$ cat src/design/u2l_pkg.sv
// shared types, constants and tables of the utf-8 to latin-1 filter
`default_nettype none

package u2l_pkg;

  // automaton states and table size
  localparam logic [6:0] ACCEPT_ST = 7'd0;
  localparam logic [6:0] REJECT_ST = 7'd12;
  localparam logic [6:0] MAX_ST    = 7'd96;
  localparam logic [6:0] NST_DEPTH = 7'd108;

  // default depth of the queue between classifier and decoder
  localparam int QUEUE_DEPTH = 4;

  // classified input item
  typedef struct packed {
    logic [3:0] cls;
    logic [7:0] data;
    logic       last;
  } item_t;

  // one result item
  typedef struct packed {
    logic       char_valid;
    logic [7:0] char_byte;
    logic       string_ok;
    logic       done_res;
  } res_t;

  // next state, indexed by state plus byte class
  localparam logic [6:0] NEXT_ST [108] = '{
    7'd0,  7'd12, 7'd24, 7'd36, 7'd60, 7'd96, 7'd84, 7'd12, 7'd12, 7'd12, 7'd48, 7'd72,
    7'd12, 7'd12, 7'd12, 7'd12, 7'd12, 7'd12, 7'd12, 7'd12, 7'd12, 7'd12, 7'd12, 7'd12,
    7'd12, 7'd0,  7'd12, 7'd12, 7'd12, 7'd12, 7'd12, 7'd0,  7'd12, 7'd0,  7'd12, 7'd12,
    7'd12, 7'd24, 7'd12, 7'd12, 7'd12, 7'd12, 7'd12, 7'd24, 7'd12, 7'd24, 7'd12, 7'd12,
    7'd12, 7'd12, 7'd12, 7'd12, 7'd12, 7'd12, 7'd12, 7'd24, 7'd12, 7'd12, 7'd12, 7'd12,
    7'd12, 7'd24, 7'd12, 7'd12, 7'd12, 7'd12, 7'd12, 7'd12, 7'd12, 7'd24, 7'd12, 7'd12,
    7'd12, 7'd12, 7'd12, 7'd12, 7'd12, 7'd12, 7'd12, 7'd36, 7'd12, 7'd36, 7'd12, 7'd12,
    7'd12, 7'd36, 7'd12, 7'd12, 7'd12, 7'd12, 7'd12, 7'd36, 7'd12, 7'd36, 7'd12, 7'd12,
    7'd12, 7'd36, 7'd12, 7'd12, 7'd12, 7'd12, 7'd12, 7'd12, 7'd12, 7'd12, 7'd12, 7'd12
  };

  // utf-8 byte class
  function automatic logic [3:0] byte_class(input logic [7:0] b);
    logic [3:0] c;
    unique case (b) inside
      [8'h00:8'h7F]: c = 4'd0;
      [8'h80:8'h8F]: c = 4'd1;
      [8'h90:8'h9F]: c = 4'd9;
      [8'hA0:8'hBF]: c = 4'd7;
      8'hC0, 8'hC1:  c = 4'd8;
      [8'hC2:8'hDF]: c = 4'd2;
      8'hE0:         c = 4'd10;
      [8'hE1:8'hEC]: c = 4'd3;
      8'hED:         c = 4'd4;
      8'hEE, 8'hEF:  c = 4'd3;
      8'hF0:         c = 4'd11;
      [8'hF1:8'hF3]: c = 4'd6;
      8'hF4:         c = 4'd5;
      default:       c = 4'd8;
    endcase
    return c;
  endfunction

endpackage

`default_nettype wire

$ cat src/design/u2l_front.sv
// front end: classifies each incoming byte
`default_nettype none

module u2l_front (
  input  wire logic [7:0]    in_byte,
  input  wire logic          in_last,
  output u2l_pkg::item_t     item
);

  // class lookup and packing
  always_comb begin
    item.cls  = u2l_pkg::byte_class(in_byte);
    item.data = in_byte;
    item.last = in_last;
  end

endmodule

`default_nettype wire

$ cat src/design/u2l_queue.sv
// short queue of classified items between front and back end
`default_nettype none

module u2l_queue #(
  parameter int DEPTH = u2l_pkg::QUEUE_DEPTH
) (
  input  wire logic           clk,
  input  wire logic           rst_n,
  input  wire logic           wr_en,
  input  wire u2l_pkg::item_t wr_item,
  output logic                full,
  input  wire logic           rd_en,
  output u2l_pkg::item_t      rd_item,
  output logic                empty
);

  localparam int PW = $clog2(DEPTH);
  localparam int CW = $clog2(DEPTH + 1);

  u2l_pkg::item_t  ent_r [DEPTH];
  logic [PW-1:0]   wr_ptr_r, rd_ptr_r;
  logic [CW-1:0]   cnt_r;
  logic            do_wr, do_rd;

  assign full    = (cnt_r == CW'(DEPTH));
  assign empty   = (cnt_r == '0);
  assign do_wr   = wr_en && !full;
  assign do_rd   = rd_en && !empty;
  assign rd_item = ent_r[rd_ptr_r];

  // storage
  always_ff @(posedge clk) begin
    if (do_wr) begin
      ent_r[wr_ptr_r] <= wr_item;
    end
  end

  // pointers and fill count
  always_ff @(posedge clk) begin
    if (!rst_n) begin
      wr_ptr_r <= '0;
      rd_ptr_r <= '0;
      cnt_r    <= '0;
    end else begin
      if (do_wr) begin
        wr_ptr_r <= (wr_ptr_r == PW'(DEPTH - 1)) ? '0 : wr_ptr_r + 1'b1;
      end
      if (do_rd) begin
        rd_ptr_r <= (rd_ptr_r == PW'(DEPTH - 1)) ? '0 : rd_ptr_r + 1'b1;
      end
      if (do_wr && !do_rd) begin
        cnt_r <= cnt_r + 1'b1;
      end else if (do_rd && !do_wr) begin
        cnt_r <= cnt_r - 1'b1;
      end
    end
  end

endmodule

`default_nettype wire

$ cat src/design/u2l_back.sv
// back end: utf-8 automaton, latin-1 filter and two-entry result buffer
`default_nettype none

module u2l_back (
  input  wire logic           clk,
  input  wire logic           rst_n,
  input  wire u2l_pkg::item_t item,
  input  wire logic           item_avail,
  output logic                item_take,
  input  wire logic           res_pop,
  output logic                res_empty,
  output u2l_pkg::res_t       res
);

  logic [6:0]     st_r, st_eff, st_nxt;
  logic [20:0]    accum_r, cp;
  logic           bad_r, bad_nxt;
  logic [6:0]     idx;
  logic [7:0]     lead_bits;
  logic           emit;
  u2l_pkg::res_t  res_nxt;

  u2l_pkg::res_t  buf_r [2];
  logic           wr_ptr_r, rd_ptr_r;
  logic [1:0]     cnt_r;
  logic           do_pop;

  assign res_empty = (cnt_r == 2'd0);
  assign do_pop    = res_pop && !res_empty;
  assign item_take = item_avail && ((cnt_r != 2'd2) || do_pop);
  assign res       = buf_r[rd_ptr_r];

  // one automaton step
  always_comb begin
    st_eff    = (st_r > u2l_pkg::MAX_ST) ? u2l_pkg::REJECT_ST : st_r;
    lead_bits = (8'hFF >> item.cls) & item.data;
    if (st_eff != u2l_pkg::ACCEPT_ST) begin
      cp = {accum_r[14:0], item.data[5:0]};
    end else begin
      cp = {13'd0, lead_bits};
    end
    idx    = st_eff + {3'd0, item.cls};
    st_nxt = (idx < u2l_pkg::NST_DEPTH) ? u2l_pkg::NEXT_ST[idx] : u2l_pkg::REJECT_ST;

    emit    = 1'b0;
    bad_nxt = bad_r;
    if (st_nxt == u2l_pkg::REJECT_ST) begin
      bad_nxt = 1'b1;
    end else if (st_nxt == u2l_pkg::ACCEPT_ST) begin
      if ((cp < 21'h80) || ((cp >= 21'hA0) && (cp <= 21'hFF))) begin
        emit = 1'b1;
      end else begin
        bad_nxt = 1'b1;
      end
    end

    res_nxt.char_valid = emit;
    res_nxt.char_byte  = emit ? cp[7:0] : 8'd0;
    res_nxt.string_ok  = !bad_nxt && !(item.last && (st_nxt != u2l_pkg::ACCEPT_ST));
    res_nxt.done_res   = item.last;
  end

  // decoder state, cleared after the last byte of a string
  always_ff @(posedge clk) begin
    if (!rst_n) begin
      st_r    <= u2l_pkg::ACCEPT_ST;
      accum_r <= '0;
      bad_r   <= 1'b0;
    end else if (item_take) begin
      if (item.last) begin
        st_r    <= u2l_pkg::ACCEPT_ST;
        accum_r <= '0;
        bad_r   <= 1'b0;
      end else begin
        st_r    <= st_nxt;
        accum_r <= cp;
        bad_r   <= bad_nxt;
      end
    end
  end

  // result buffer storage
  always_ff @(posedge clk) begin
    if (item_take) begin
      buf_r[wr_ptr_r] <= res_nxt;
    end
  end

  // result buffer control
  always_ff @(posedge clk) begin
    if (!rst_n) begin
      wr_ptr_r <= 1'b0;
      rd_ptr_r <= 1'b0;
      cnt_r    <= 2'd0;
    end else begin
      if (item_take) begin
        wr_ptr_r <= !wr_ptr_r;
      end
      if (do_pop) begin
        rd_ptr_r <= !rd_ptr_r;
      end
      if (item_take && !do_pop) begin
        cnt_r <= cnt_r + 2'd1;
      end else if (do_pop && !item_take) begin
        cnt_r <= cnt_r - 2'd1;
      end
    end
  end

endmodule

`default_nettype wire

$ cat src/design/utf8_to_latin1_filter_unit.sv
// top level of the utf-8 to latin-1 filter
`default_nettype none

// Streams a UTF-8 string in one byte per transfer (in_last marks the final byte)
// and returns exactly one result per byte: an ISO-8859-1 character when a code
// point below 0x80 or in 0xA0..0xFF completes, plus a running well-formedness
// verdict that is final on the result flagged out_done_res. Sustained rate is one
// byte per clock while results are popped (a full queue stalls the input); the
// decoder makes one table step per byte. A transferred byte is registered in the
// classifier queue (QDEPTH entries), and the decoder step then writes its result
// into a two-entry result buffer that drives the output. The decoder and verdict
// clear after each last byte.
module utf8_to_latin1_filter_unit #(
  parameter int QDEPTH = u2l_pkg::QUEUE_DEPTH
) (
  input  wire logic       clk,
  input  wire logic       rst_n,
  input  wire logic       push,
  output logic            full,
  input  wire logic [7:0] in_byte,
  input  wire logic       in_last,
  output logic            empty,
  input  wire logic       pop,
  output logic            out_char_valid,
  output logic [7:0]      out_char_byte,
  output logic            out_string_ok,
  output logic            out_done_res
);

  u2l_pkg::item_t  cls_item, q_item;
  u2l_pkg::res_t   res;
  logic            q_empty, q_take;

  // classifier
  u2l_front u_front (
    .in_byte (in_byte),
    .in_last (in_last),
    .item    (cls_item)
  );

  // decoupling queue
  u2l_queue #(.DEPTH(QDEPTH)) u_queue (
    .clk     (clk),
    .rst_n   (rst_n),
    .wr_en   (push),
    .wr_item (cls_item),
    .full    (full),
    .rd_en   (q_take),
    .rd_item (q_item),
    .empty   (q_empty)
  );

  // decoder and result buffer
  u2l_back u_back (
    .clk        (clk),
    .rst_n      (rst_n),
    .item       (q_item),
    .item_avail (!q_empty),
    .item_take  (q_take),
    .res_pop    (pop),
    .res_empty  (empty),
    .res        (res)
  );

  assign out_char_valid = res.char_valid;
  assign out_char_byte  = res.char_byte;
  assign out_string_ok  = res.string_ok;
  assign out_done_res   = res.done_res;

  // both sides come out of reset empty
  a_reset_empty: assert property (@(posedge clk) !rst_n |=> (empty && !full))
    else $error("queues not empty after reset");

  // a dropped character carries a zero byte
  a_zero_when_dropped: assert property (@(posedge clk) disable iff (!rst_n)
    (!empty && !out_char_valid) |-> (out_char_byte == 8'd0))
    else $error("nonzero byte on a result without a character");

  // c1 control codes are never emitted
  a_no_c1: assert property (@(posedge clk) disable iff (!rst_n)
    (!empty && out_char_valid) |-> (out_char_byte[7:5] != 3'b100))
    else $error("emitted byte in 0x80..0x9f");

endmodule

`default_nettype wire

$ cat config.mk
export PLATFORM = sky130hd
export DESIGN_NAME = utf8_to_latin1_filter_unit
export DESIGN_NICKNAME = d
export VERILOG_FILES = /design/src/design/u2l_pkg.sv /design/src/design/u2l_front.sv /design/src/design/u2l_queue.sv /design/src/design/u2l_back.sv /design/src/design/utf8_to_latin1_filter_unit.sv
export SDC_FILE = /design/constraint.sdc
export NUM_CORES = 1
export LEC_CHECK = 0
export BUFFER_PORTS_ARGS = -buffer_cell sky130_fd_sc_hd__buf_2
export CAP_MARGIN = 10
export CORE_ASPECT_RATIO = 2
export CORE_MARGIN = 3
export CORE_UTILIZATION = 40
export DETAILED_ROUTE_END_ITERATION = 16
export REMOVE_ABC_BUFFERS = 1
export SYNTH_ARGS = -nofsm -noshare
export SYNTH_HDL_FRONTEND = slang
export SYNTH_SLANG_ARGS = --single-unit
$ cat constraint.sdc
create_clock -name clk -period 9.8 [get_ports clk]
set_input_delay 0.49 -clock clk [delete_from_list [all_inputs] [get_ports clk]]
set_output_delay 0.49 -clock clk [all_outputs]
set_load 0.05 [all_outputs]
* Word level (Yosys, flattened, before mapping)
Memory sizes are Yosys's and may differ from the RTL's. A register that Yosys moved wholly into a read port is not among the register bits. Index checks and enable logic that the tools add are counted.
Word-level totals: register bits after elaboration 34, bits in writable memories 74, memory bits (read-only) 896, logic and storage cells 122, memories 3
Memories:
- (no name shown) | words 128, width 7, rd ports 1, clocked after Yosys merged registers in 0, write ports 0, line u2l_back.sv:43 | st_nxt = (idx < u2l_pkg::NST_DEPTH) ? u2l_pkg::NEXT_ST[idx] : u2l_pkg::REJECT_ST;
- u_queue.ent_r | words 4, width 13, rd ports 1, clocked after Yosys merged registers in 1, write ports 1, line u2l_queue.sv:20 | u2l_pkg::item_t ent_r [DEPTH];
- u_back.buf_r | words 2, width 11, rd ports 1, clocked after Yosys merged registers in 1, write ports 1, line u2l_back.sv:23 | u2l_pkg::res_t buf_r [2];
Cells by class: $add $sub $neg 7, $lt $le $gt $ge 20, equal/unequal tests 11, shifts and indexed selects 1, mux-type cells 30, bitwise gates (word level) 2, reduce and logical (&&, ||, !) cells 39
Operators with widths (number):
- 8-bit >= comparator, second input constant | 7
- 8-bit equality test, second input constant | 6
- 8-bit less-or-equal comparator, second input constant | 6
- 4-bit case mux with 11 select lines | 1
- 7-bit 2-to-1 mux | 5
- 21-bit by 8-bit >= comparator with 1-bit output, second input constant | 1
- 21-bit by 8-bit less-or-equal comparator with 1-bit output, second input constant | 1
- 21-bit by 8-bit < comparator with 1-bit output, second input constant | 1
- 21-bit 2-to-1 mux | 1
- 1-bit logical AND | 18
- 15-bit 2-to-1 mux | 1
- 7-bit nonzero test | 2
- 1-bit 2-to-1 mux | 13
- 2-bit 2-to-1 mux | 6
- 1-bit zero test | 11
- 8-bit bitwise AND | 1
- 8-bit by 1-bit >= comparator with 1-bit output, second input constant | 1
- 8-bit by 7-bit less-or-equal comparator with 1-bit output, second input constant | 1
- 8-bit 2-to-1 mux | 1
- 7-bit inverter with 8-bit output | 1
- 8-bit by 4-bit >> shifter with 8-bit output, first input constant | 1
- 7-bit by 4-bit adder with 7-bit output | 1
- 7-bit by 4-bit equality test with 1-bit output, second input constant | 1
- 7-bit greater-than comparator, second input constant | 1
- 15 further kinds | 21

* Longest topological paths before layout
Gate-level depths: netlist of run 1.
word-level depth 13, mapped depth 13

* By module
From an unflattened synthesis of run 1, not the netlist that was laid out.
Unflattened totals: cells, all modules 458, area total of the unflattened synthesis 5554.1 µm²
By module, submodules not included:
- u2l_back | instances 1, cells an instance 293, area an instance 2854.0 µm²
- u2l_queue | instances 1, cells an instance 118, area an instance 2398.6 µm²
- u2l_front | instances 1, cells an instance 46, area an instance 297.8 µm²
- utf8_to_latin1_filter_unit | instances 1, cells an instance 1, area an instance 3.8 µm²

* Worst setup path before layout of run 1
OpenSTA, ideal clock, no wires.
kind reg2reg, start point register with a tool-made name, end point memory u_back.buf_r[0][1] (netlist name), data pin, setup time 221 ps, arrival time 3466 ps, required time 9579 ps, path slack 6113 ps, cell stages (with the launch flop) 11, path buffers 0, cell sequence dfxtp_1 -> mux4_2 -> ha_1 -> fa_1 -> nor2b_1 -> mux2i_1 -> o22ai_1 -> nor4b_1 -> nor3_1 -> or4_1 -> o311ai_0
RTL lines (line):
- end: declaration | u2l_back.sv:23

==> flow_summary.yaml, run 1 <==
timing:
  max_slew_margin_pct: 34.8
  slew_viol_final: 0
  worst_pin_slew_ns: 0.974
  rsz0062_at_grt: "no"
  finClkSkew_ns: 0.00855
  setup_viol: 0
  fin_tns_setup_ns: 0
  finalCritPeriodShare_pct: 52.3
  hold_violations: 0
  fmax_mhz: 195
  finalCriticalPeriod_ns: 5.12
die:
  fp.dieH_um: 170
  num_rows: 59
  die_area_um2: 14900
  chipWidth_um: 87.8
  ios: 26
  coreArea_um2: 13100
  start_util_pct: 41.0
synth:
  synth_cell_types: 70
  synth_area_um2: 5360
  ys_ff_latch: 109
  synthCells: 437
  avgSynthCellArea_um2: 12.3
  async_reset_ff_share_pct: 0
  seq_area_frac_synth_pct: 54.6
  synth_edf_count: 74
  ys_warn_count: 0
  ys.flop_type: "edfxtp_1"
clock_network:
  root_buffer: "clkbuf_16"
  cts-resized-gates: 0
  cts.path.max_buffers: 2
  path_clk_slew_ns: 0.07
  hold_buffers: 0
  cts_tree: "yes"
  cts_buffers: 9
  cts_max_level: 3
  postCtsSetupBuffers: 0
  clock-sinks: 109
  insertion_delay_ns: 0.35
finish:
  fin_area_um2: 5870
  nets: 483
  syn_to_final_growth_pct: 9.50
  drive_above_1_share_pct: 17.4
  insertedDiodeCount: 0
placement:
  portBuffers: 25
  dp_hpwl_um: 7880
  gp_congestion: 0.781
  dpl-instance-area_um2: 5580
grt:
  grt.overflow.total: 0
  antenna_found_initial: 0
  grt_usage_pct: 15.2
  use_met1_pct: 15.9
  met3_usage_pct: 3.16
  grt_pass1_vias: 3475
  grt_use_met2_pct: 28.4
  grt_pass1_wl_um: 17400
  globalRoute.busiestLayer: "met2"
  grt_max_degree: 35
worst_setup_path:
  slowest_stage: "dfxtp_1"
  arrival_ns: 5.26
  path_cells: "mux4_2 -> ha_1 -> fa_1 -> nor2b_1 -> mux2i_1 -> o22ai_1 -> nor4b_1 -> o221a_2 -> nand4_2 -> nor3b_1"
  critPathRequiredTime_ns: 9.94
  path_class: "register to register"
  cp-end-kind: "register"
  cp_top_family: "simple AND/OR/NAND/NOR gates"
  cp-start-kind: "register"
  path_max_fanout: 13
  cpPeakStageDelay_ns: 0.87
  cp_num_buf_inv: 0
route:
  route.detailed.drc: 0
  via_per_inst: 5.67
  routed_wl_um: 10700
  antenna_left: 0
  first_iter_violations: 230
  wire_per_inst_um: 17.5
  vias: 3463
  first_pass_iters: 4
power_and_ir_drop:
  cellPowerDensity_nw_per_um2: 349
  p_leak_nw: 2.06
  irDropWorstVdd_uv: 123
run:
  drv_cap: 0
status:
  status: "complete, no violations"
hold_path:
  hp-class: "input pin to register"
Yosys cell counts, drive strengths merged, types with 4 or more instances:
| library cell | n | area share [%] |
|---|---|---|
| a21boi | 9 | 1.3 |
| nand2 | 23 | 1.6 |
| nand3b | 6 | 0.84 |
| ha | 14 | 3.3 |
| a211oi | 4 | 0.56 |
| nand4 | 5 | 0.70 |
| inv | 12 | 0.84 |
| nand3 | 9 | 0.84 |
| dfxtp | 35 | 13 |
| and2 | 14 | 1.6 |
| edfxtp | 74 | 41 |
| nor2 | 27 | 1.9 |
| nor2b | 28 | 3.3 |
| xnor2 | 4 | 0.65 |
| o21ai | 23 | 2.2 |
| nor3b | 4 | 0.56 |
| clkbuf | 15 | 1.2 |
| mux4 | 13 | 5.7 |
| buf | 4 | 0.58 |
| nor3 | 7 | 0.65 |
| mux2 | 13 | 2.8 |
| a22oi | 11 | 1.5 |
| a21oi | 16 | 1.8 |
| or4 | 4 | 0.56 |
| or3 | 5 | 0.61 |
| mux2i | 7 | 1.3 |
| nor4 | 4 | 0.47 |
layer usage:
layer / vias up / share of wire (%) / wire, µm
met5: - / 0 / 0
met4: 0 / 3.4 / 361
met3: 20 / 2.9 / 314
met2: 67 / 56 / 6010
met1: 1700 / 37 / 4010
li1: 1676 / - / -
registers in the layout, indices dropped and copies added, names as in the netlist, named ones only:
signal and cells:
u_queue.ent_r 52, u_back.cnt_r 2, u_queue.wr_ptr_r 2, u_back.accum_r 15, u_back.rd_ptr_r 1, u_back.wr_ptr_r 1
u_queue.rd_ptr_r 2, u_back.bad_r 1, u_back.st_r 5, u_queue.cnt_r 3, u_back.buf_r 22
placed cells by master, fill, tap and decap left out, drive strengths merged, types with 13 or more instances in the layout:
master  count
nand2      23
ha         14
nor2       27
edfxtp     74
mux2       13
o21ai      23
inv        13
mux4       13
nor2b      28
buf        25
and2       14
a21oi      16
dfxtp      35
cell families after synthesis:
| family | synth area share, % |
|---|---|
| and+or+nand+nor | 16.2 |
| DFF | 54.6 |
| AOI/OAI and AO/OA | 11.6 |
| muxes | 9.79 |
| buffers and inverters | 2.66 |
| adders and majority gates | 4.02 |
| xor gates and xnor gates | 1.14 |
report_power, final:
part	internal [mW]	total (mW)	switching (mW)
registers	0.615	0.689	0.0742
clock network	0.198	0.355	0.157
logic	0.379	1.00	0.623
path summary, 6_finish.rpt:
path	from	end	slack (ns)	depth (start not counted)
min	in_last	u_queue.ent_r[2][0]	0.37	1
min reg2reg	u_back.bad_r	u_back.bad_r	0.50	2
max reg2reg	register	u_back.buf_r[1][6]	4.68	10
max	register	u_back.buf_r[1][6]	4.68	10
cell type report:
type,count,area [µm²]
fillers,1182,7200
flip-flops and latches,109,2920
multi-input cells,297,2290
clock buffers,10,229
well taps,152,190
repair buffers,25,125
clock inverters,6,62.6
inverters,12,45.0
metrics by stage:
stage	util [%]	std cells	worst slack, ns	total power [mW]	hold WS (ns)
2_1_floorplan	-	418	5.54	1.46	0.467
3_3_place_gp	42.7	595	4.87	1.69	0.482
6_report	44.9	611	4.68	2.05	0.370
3_5_place_dp	42.7	595	4.71	1.71	0.497
4_1_cts	44.9	611	4.65	2.07	0.365
5_1_grt	44.9	611	4.37	2.19	0.370
Note: power is estimated with default switching activity, not from simulation.
==> run 2, diff against run 1 <==
- clock period: 9.8 -> 5.2 ns (I/O delays scaled with it)
==> run 2 against run 1 <==
- count of clock-buffer cells in the layout is 3 higher
- first-iteration DRC count rose by 3.5%
- fmax increased by 12%
- critical path depth did not move
- clock skew grew 0.0016 ns
- final area about the same
- worst setup slack worse by 4.1 ns
- global-route usage increased by 0.46 points
- non-clock buffer count up 2
- sequential power increased by 84%
- via count increased by 1.1%
==> flow_summary.yaml, run 2 (synthesis gave the netlist of run 1 again) <==
status:
  status: "complete, no violations"
worst_setup_path:
  path_max_fanout: 12
  r2r_setup_slack_ns: 0.63
  rr_worst_depth: 10
  cp-start-kind: "register"
  arrival_ns: 4.73
  reg2reg_to: "u_back.buf_r[1][6]"
  path_class: "register to register"
  cp-end-kind: "register"
  critPathRequiredTime_ns: 5.36
die:
  die_area_um2: 14900
  chipWidth_um: 87.8
  fp.dieH_um: 170
  start_util_pct: 41.0
  ios: 26
  num_rows: 59
  coreArea_um2: 13100
placement:
  gp_congestion: 0.854
  place_ws_ns: 0.673
  dp_hpwl_um: 8090
  portBuffers: 25
clock_network:
  postCtsSetupBuffers: 0
  clock-sinks: 109
  hold_buffers: 0
  cts.path.max_buffers: 2
  cts_tree: "yes"
  cts_max_level: 3
  root_buffer: "clkbuf_16"
  insertion_delay_ns: 0.35
  path_clk_slew_ns: 0.07
  cts_buffers: 9
  cts-resized-gates: 0
timing:
  max_slew_margin_pct: 34.3
  finalCriticalPeriod_ns: 4.57
  rsz0062_at_grt: "no"
  finalCritPeriodShare_pct: 88.0
  fin_tns_setup_ns: 0
  hold_violations: 0
  slew_viol_final: 0
  fmax_mhz: 219
  worst_slack_ns: 0.625
  finClkSkew_ns: 0.0102
  setup_viol: 0
  worst_pin_slew_ns: 0.982
route:
  route.detailed.drc: 0
  vias: 3501
  via_per_inst: 5.71
  antenna_left: 0
  routed_wl_um: 10900
  wire_per_inst_um: 17.7
  first_pass_iters: 6
  first_iter_violations: 238
finish:
  insertedDiodeCount: 0
  syn_to_final_growth_pct: 9.57
  largest_register_ffs: 52
  nets: 485
  largestRegisters: "u_queue.ent_r x52, u_back.buf_r x22, u_back.accum_r x15"
  fillers: 1173
  regMostFlops: "u_queue.ent_r"
  final_core_util_pct: 44.9
  layout_commonest_cell: "edfxtp_1"
  final_cell_mix: "edfxtp_1 (74), dfxtp_1 (35), nor2b_1 (28)"
  drive_above_1_share_pct: 17.8
power_and_ir_drop:
  p_leak_nw: 2.07
  p_total_mw: 3.86
  cellPowerDensity_nw_per_um2: 657
  irDropWorstVdd_uv: 254
hold_path:
  min_path_cells: 1
  hp-class: "input pin to register"
  min_from: "in_last"
  whs_endpoint: "u_queue.ent_r[0][0]"
grt:
  grt_usage_pct: 15.7
  antenna_found_initial: 0
  grt_pass1_wl_um: 17700
  grt.overflow.total: 0
  grt_max_degree: 35
  grt_pass1_vias: 3407
run:
  drv_cap: 0
==> run 2: cell types whose count changed in the layout (fill, tap and decap cells not counted) <==
cell	delta
inv_6	+1
clkbuf_2	+1
clkinvlp_2	-1
clkinv_2	-1
clkinv_4	+1
clkinv_1	-1
buf_4	+2
bufinv_16	-1
clkinvlp_4	-1
clkbuf_1	+1
clkbuf_8	+1
==> run 2: cell type report <==
class	count	area, µm²	area share, %
multi-input cells	297	2290	39.0
well taps	152	190	3.24
repair buffers	27	140	2.39
flip-flops and latches	109	2920	49.8
inverters	12	45.0	0.767
clock inverters	3	28.8	0.490
clock buffers	13	251	4.28
==> run 2: power breakdown <==
| part | internal (mW) | switching, mW | total, mW |
|---|---|---|---|
| Combinational | 0.722 | 1.22 | 1.94 |
| Sequential | 1.16 | 0.111 | 1.27 |
| Clock | 0.347 | 0.300 | 0.647 |
==> run 2: worst max-delay path by stage <==
stage	to	slack [ns]
4_1_cts	u_back.buf_r[1][6]	0.61
2_1_floorplan	u_back.buf_r[0][1]	0.94
3_5_place_dp	u_back.buf_r[1][6]	0.67
6_report	u_back.buf_r[1][6]	0.63
5_1_grt	u_back.buf_r[1][6]	0.17
3_3_place_gp	u_back.buf_r[0][6]	0.81
==> run 2: critical path, cell delays in order, from the launching register on <==
cell,delay (ns)
dfxtp_1,0.52
mux4_2,0.61
ha_1,0.25
fa_1,0.74
nor2b_1,0.39
mux2i_1,0.25
o22ai_1,0.10
nor4b_1,0.58
o221a_2,0.36
nand4_2,0.24
nor3b_1,0.34
==> run 2: per-stage QoR <==
step / hold WS (ns) / instance area, µm² / std cells
2_1_floorplan: 0.359 / 5260 / 418
3_3_place_gp: 0.490 / 5590 / 597
3_5_place_dp: 0.503 / 5590 / 597
4_1_cts: 0.134 / 5870 / 613
5_1_grt: 0.138 / 5870 / 613
6_report: 0.151 / 5870 / 613
==> run 2: per-layer routing <==
metal / track usage (%) / vias up / share of wire [%]
li1: - / 1687 / -
met1: 16.6 / 1694 / 37
met2: 28.8 / 91 / 56
met3: 3.21 / 29 / 3.1
met4: 7.21 / 0 / 3.6
met5: 0 / - / 0
==> run 3, diff against run 2 <==
- clock period: 5.2 -> 4.8 ns (I/O delays scaled with it)
==> run 3 against run 2 <==
- via count down 1.5%
- count of clock-buffer cells in the layout down 4
- power up 12%
- worst hold slack worse by 0.039 ns
- sequential share of layout area down 0.69 points
==> flow_summary.yaml, run 3 (synthesis gave the netlist of run 1 again) <==
finish:
  largest_register_ffs: 52
  drive_above_1_share_pct: 18.1
  nets: 487
  layout_commonest_cell: "edfxtp_1"
  regMostFlops: "u_queue.ent_r"
  largestRegisters: "u_queue.ent_r x52, u_back.buf_r x22, u_back.accum_r x15"
  insertedDiodeCount: 0
  syn_to_final_growth_pct: 11.1
  final_cell_mix: "edfxtp_1 (74), dfxtp_1 (35), nor2b_1 (28)"
route:
  via_per_inst: 5.61
  vias: 3449
  wire_per_inst_um: 17.6
  routed_wl_um: 10800
  first_pass_iters: 5
  route.detailed.drc: 0
  first_iter_violations: 245
  antenna_left: 0
power_and_ir_drop:
  p_total_mw: 4.32
  irDropWorstVdd_uv: 244
  pwr-share-seq_pct: 31.7
  p_int_mw: 2.56
  cellPowerDensity_nw_per_um2: 726
  power.switching_mw: 1.76
  switching_share_pct: 40.8
  pwr-share-clk_pct: 19.5
  combinationalPowerShare_pct: 48.8
  p_leak_nw: 2.11
timing:
  fin_tns_setup_ns: 0
  finalCritPeriodShare_pct: 90.4
  hold_violations: 0
  slew_viol_final: 0
  setup_viol: 0
  worst_pin_slew_ns: 0.983
  timing.hold.ws_ns: 0.112
  finalCriticalPeriod_ns: 4.34
  finClkSkew_ns: 0.0114
  rsz0062_at_grt: "no"
  max_slew_margin_pct: 34.3
  fmax_mhz: 230
clock_network:
  root_buffer: "clkbuf_16"
  cts_tree: "yes"
  cts_buffers: 9
  cts.path.max_buffers: 2
  cts-resized-gates: 0
  path_clk_slew_ns: 0.07
  postCtsSetupBuffers: 0
  clock-sinks: 109
  hold_buffers: 0
  insertion_delay_ns: 0.35
  cts_max_level: 3
grt:
  grt_usage_pct: 15.4
  grt_pass1_vias: 3535
  antenna_found_initial: 0
  grt_max_degree: 35
  grt_pass1_wl_um: 17800
  grt.overflow.total: 0
worst_setup_path:
  path_max_fanout: 12
  cpPeakStageDelay_ns: 0.57
  path_cells: "buf_4 -> mux4_2 -> ha_1 -> fa_1 -> buf_4 -> nor2b_1 -> mux2i_1 -> o22ai_1 -> nor4b_1 -> o221a_2 -> nand4_2 -> nor3b_1"
  slowest_stage: "mux4_2"
  rr_worst_depth: 12
  crit_path_frequent_cell: "buf_4"
  r2r_setup_slack_ns: 0.46
  cp-end-kind: "register"
  path_class: "register to register"
  cp-start-kind: "register"
  arrival_ns: 4.49
  reg2reg_to: "u_back.buf_r[0][6]"
  critPathRequiredTime_ns: 4.95
hold_path:
  whs_endpoint: "u_queue.ent_r[1][0]"
  min_path_cells: 1
  min_from: "in_last"
  hp-class: "input pin to register"
die:
  num_rows: 59
  start_util_pct: 41.0
  chipWidth_um: 87.8
  die_area_um2: 14900
  fp.dieH_um: 170
  ios: 26
  coreArea_um2: 13100
placement:
  gp_congestion: 0.843
  dp_hpwl_um: 8110
  portBuffers: 25
run:
  drv_cap: 0
status:
  status: "complete, no violations"
## run 3: cell types whose count changed in the layout (fill, tap and decap cells not counted), sizes merged
cell / before / now
buf: 27 / 29
bufinv: 0 / 3
clkbuf: 13 / 9
clkinv: 1 / 3
inv: 14 / 13
## run 3: stage by stage
step | worst slack (ns) | cells | util [%] | instance area (µm²)
floorplan | 0.543 | 418 | - | 5260
global placement | 0.606 | 599 | 42.9 | 5610
detailed placement | 0.472 | 599 | 42.9 | 5610
CTS | 0.450 | 615 | 45.6 | 5950
global route | 0.0126 | 615 | 45.6 | 5950
finish | 0.460 | 615 | 45.6 | 5950
## run 3: cell type report
type                            instances  area (µm²)
Timing Repair Buffer                   29         155
Sequential cell                       109        2920
Multi-Input combinational cell        297        2290
Inverter                               12        45.0
Clock buffer                            9         225
Tap cell                              152         190
Clock inverter                          7         123
Fill cell                            1184        7110
## run 3: worst max path at each step
| stage | endpoint | cells after the start |
|---|---|---|
| floorplan | u_back.buf_r[0][1] | 10 |
| global placement | u_back.buf_r[0][6] | 12 |
| detailed placement | u_back.buf_r[0][6] | 12 |
| CTS | u_back.buf_r[0][6] | 12 |
| global route | u_back.buf_r[0][1] | 12 |
| finish | u_back.buf_r[0][6] | 12 |
## run 3: worst max-delay path, delay by kind of cell, from the launching register on
| kind | cells | cell delay [ns] |
|---|---|---|
| compound gates | 2 | 0.46 |
| mux | 2 | 0.79 |
| flops | 1 | 0.32 |
| fa+ha+maj | 2 | 0.74 |
| simple gates | 4 | 1.49 |
| buf+inv | 2 | 0.35 |
## run 3: per-layer routing
layer | global-route usage, % | wire [µm] | up-vias
met5 | 0 | 0 | -
met4 | 7.55 | 376 | 0
met3 | 1.80 | 216 | 24
met2 | 28.8 | 6140 | 54
met1 | 16.5 | 4080 | 1683
li1 | - | - | 1688
## run 3: power by group through the flow
stage | logic (mW) | registers, mW | clock network, mW
after detailed placement | 2.12 | 1.39 | 0
after CTS | 2.13 | 1.37 | 0.862
final | 2.11 | 1.37 | 0.844
after global routing | 2.32 | 1.40 | 0.896
after floorplan | 1.59 | 1.38 | 0
after global placement | 2.09 | 1.38 | 0
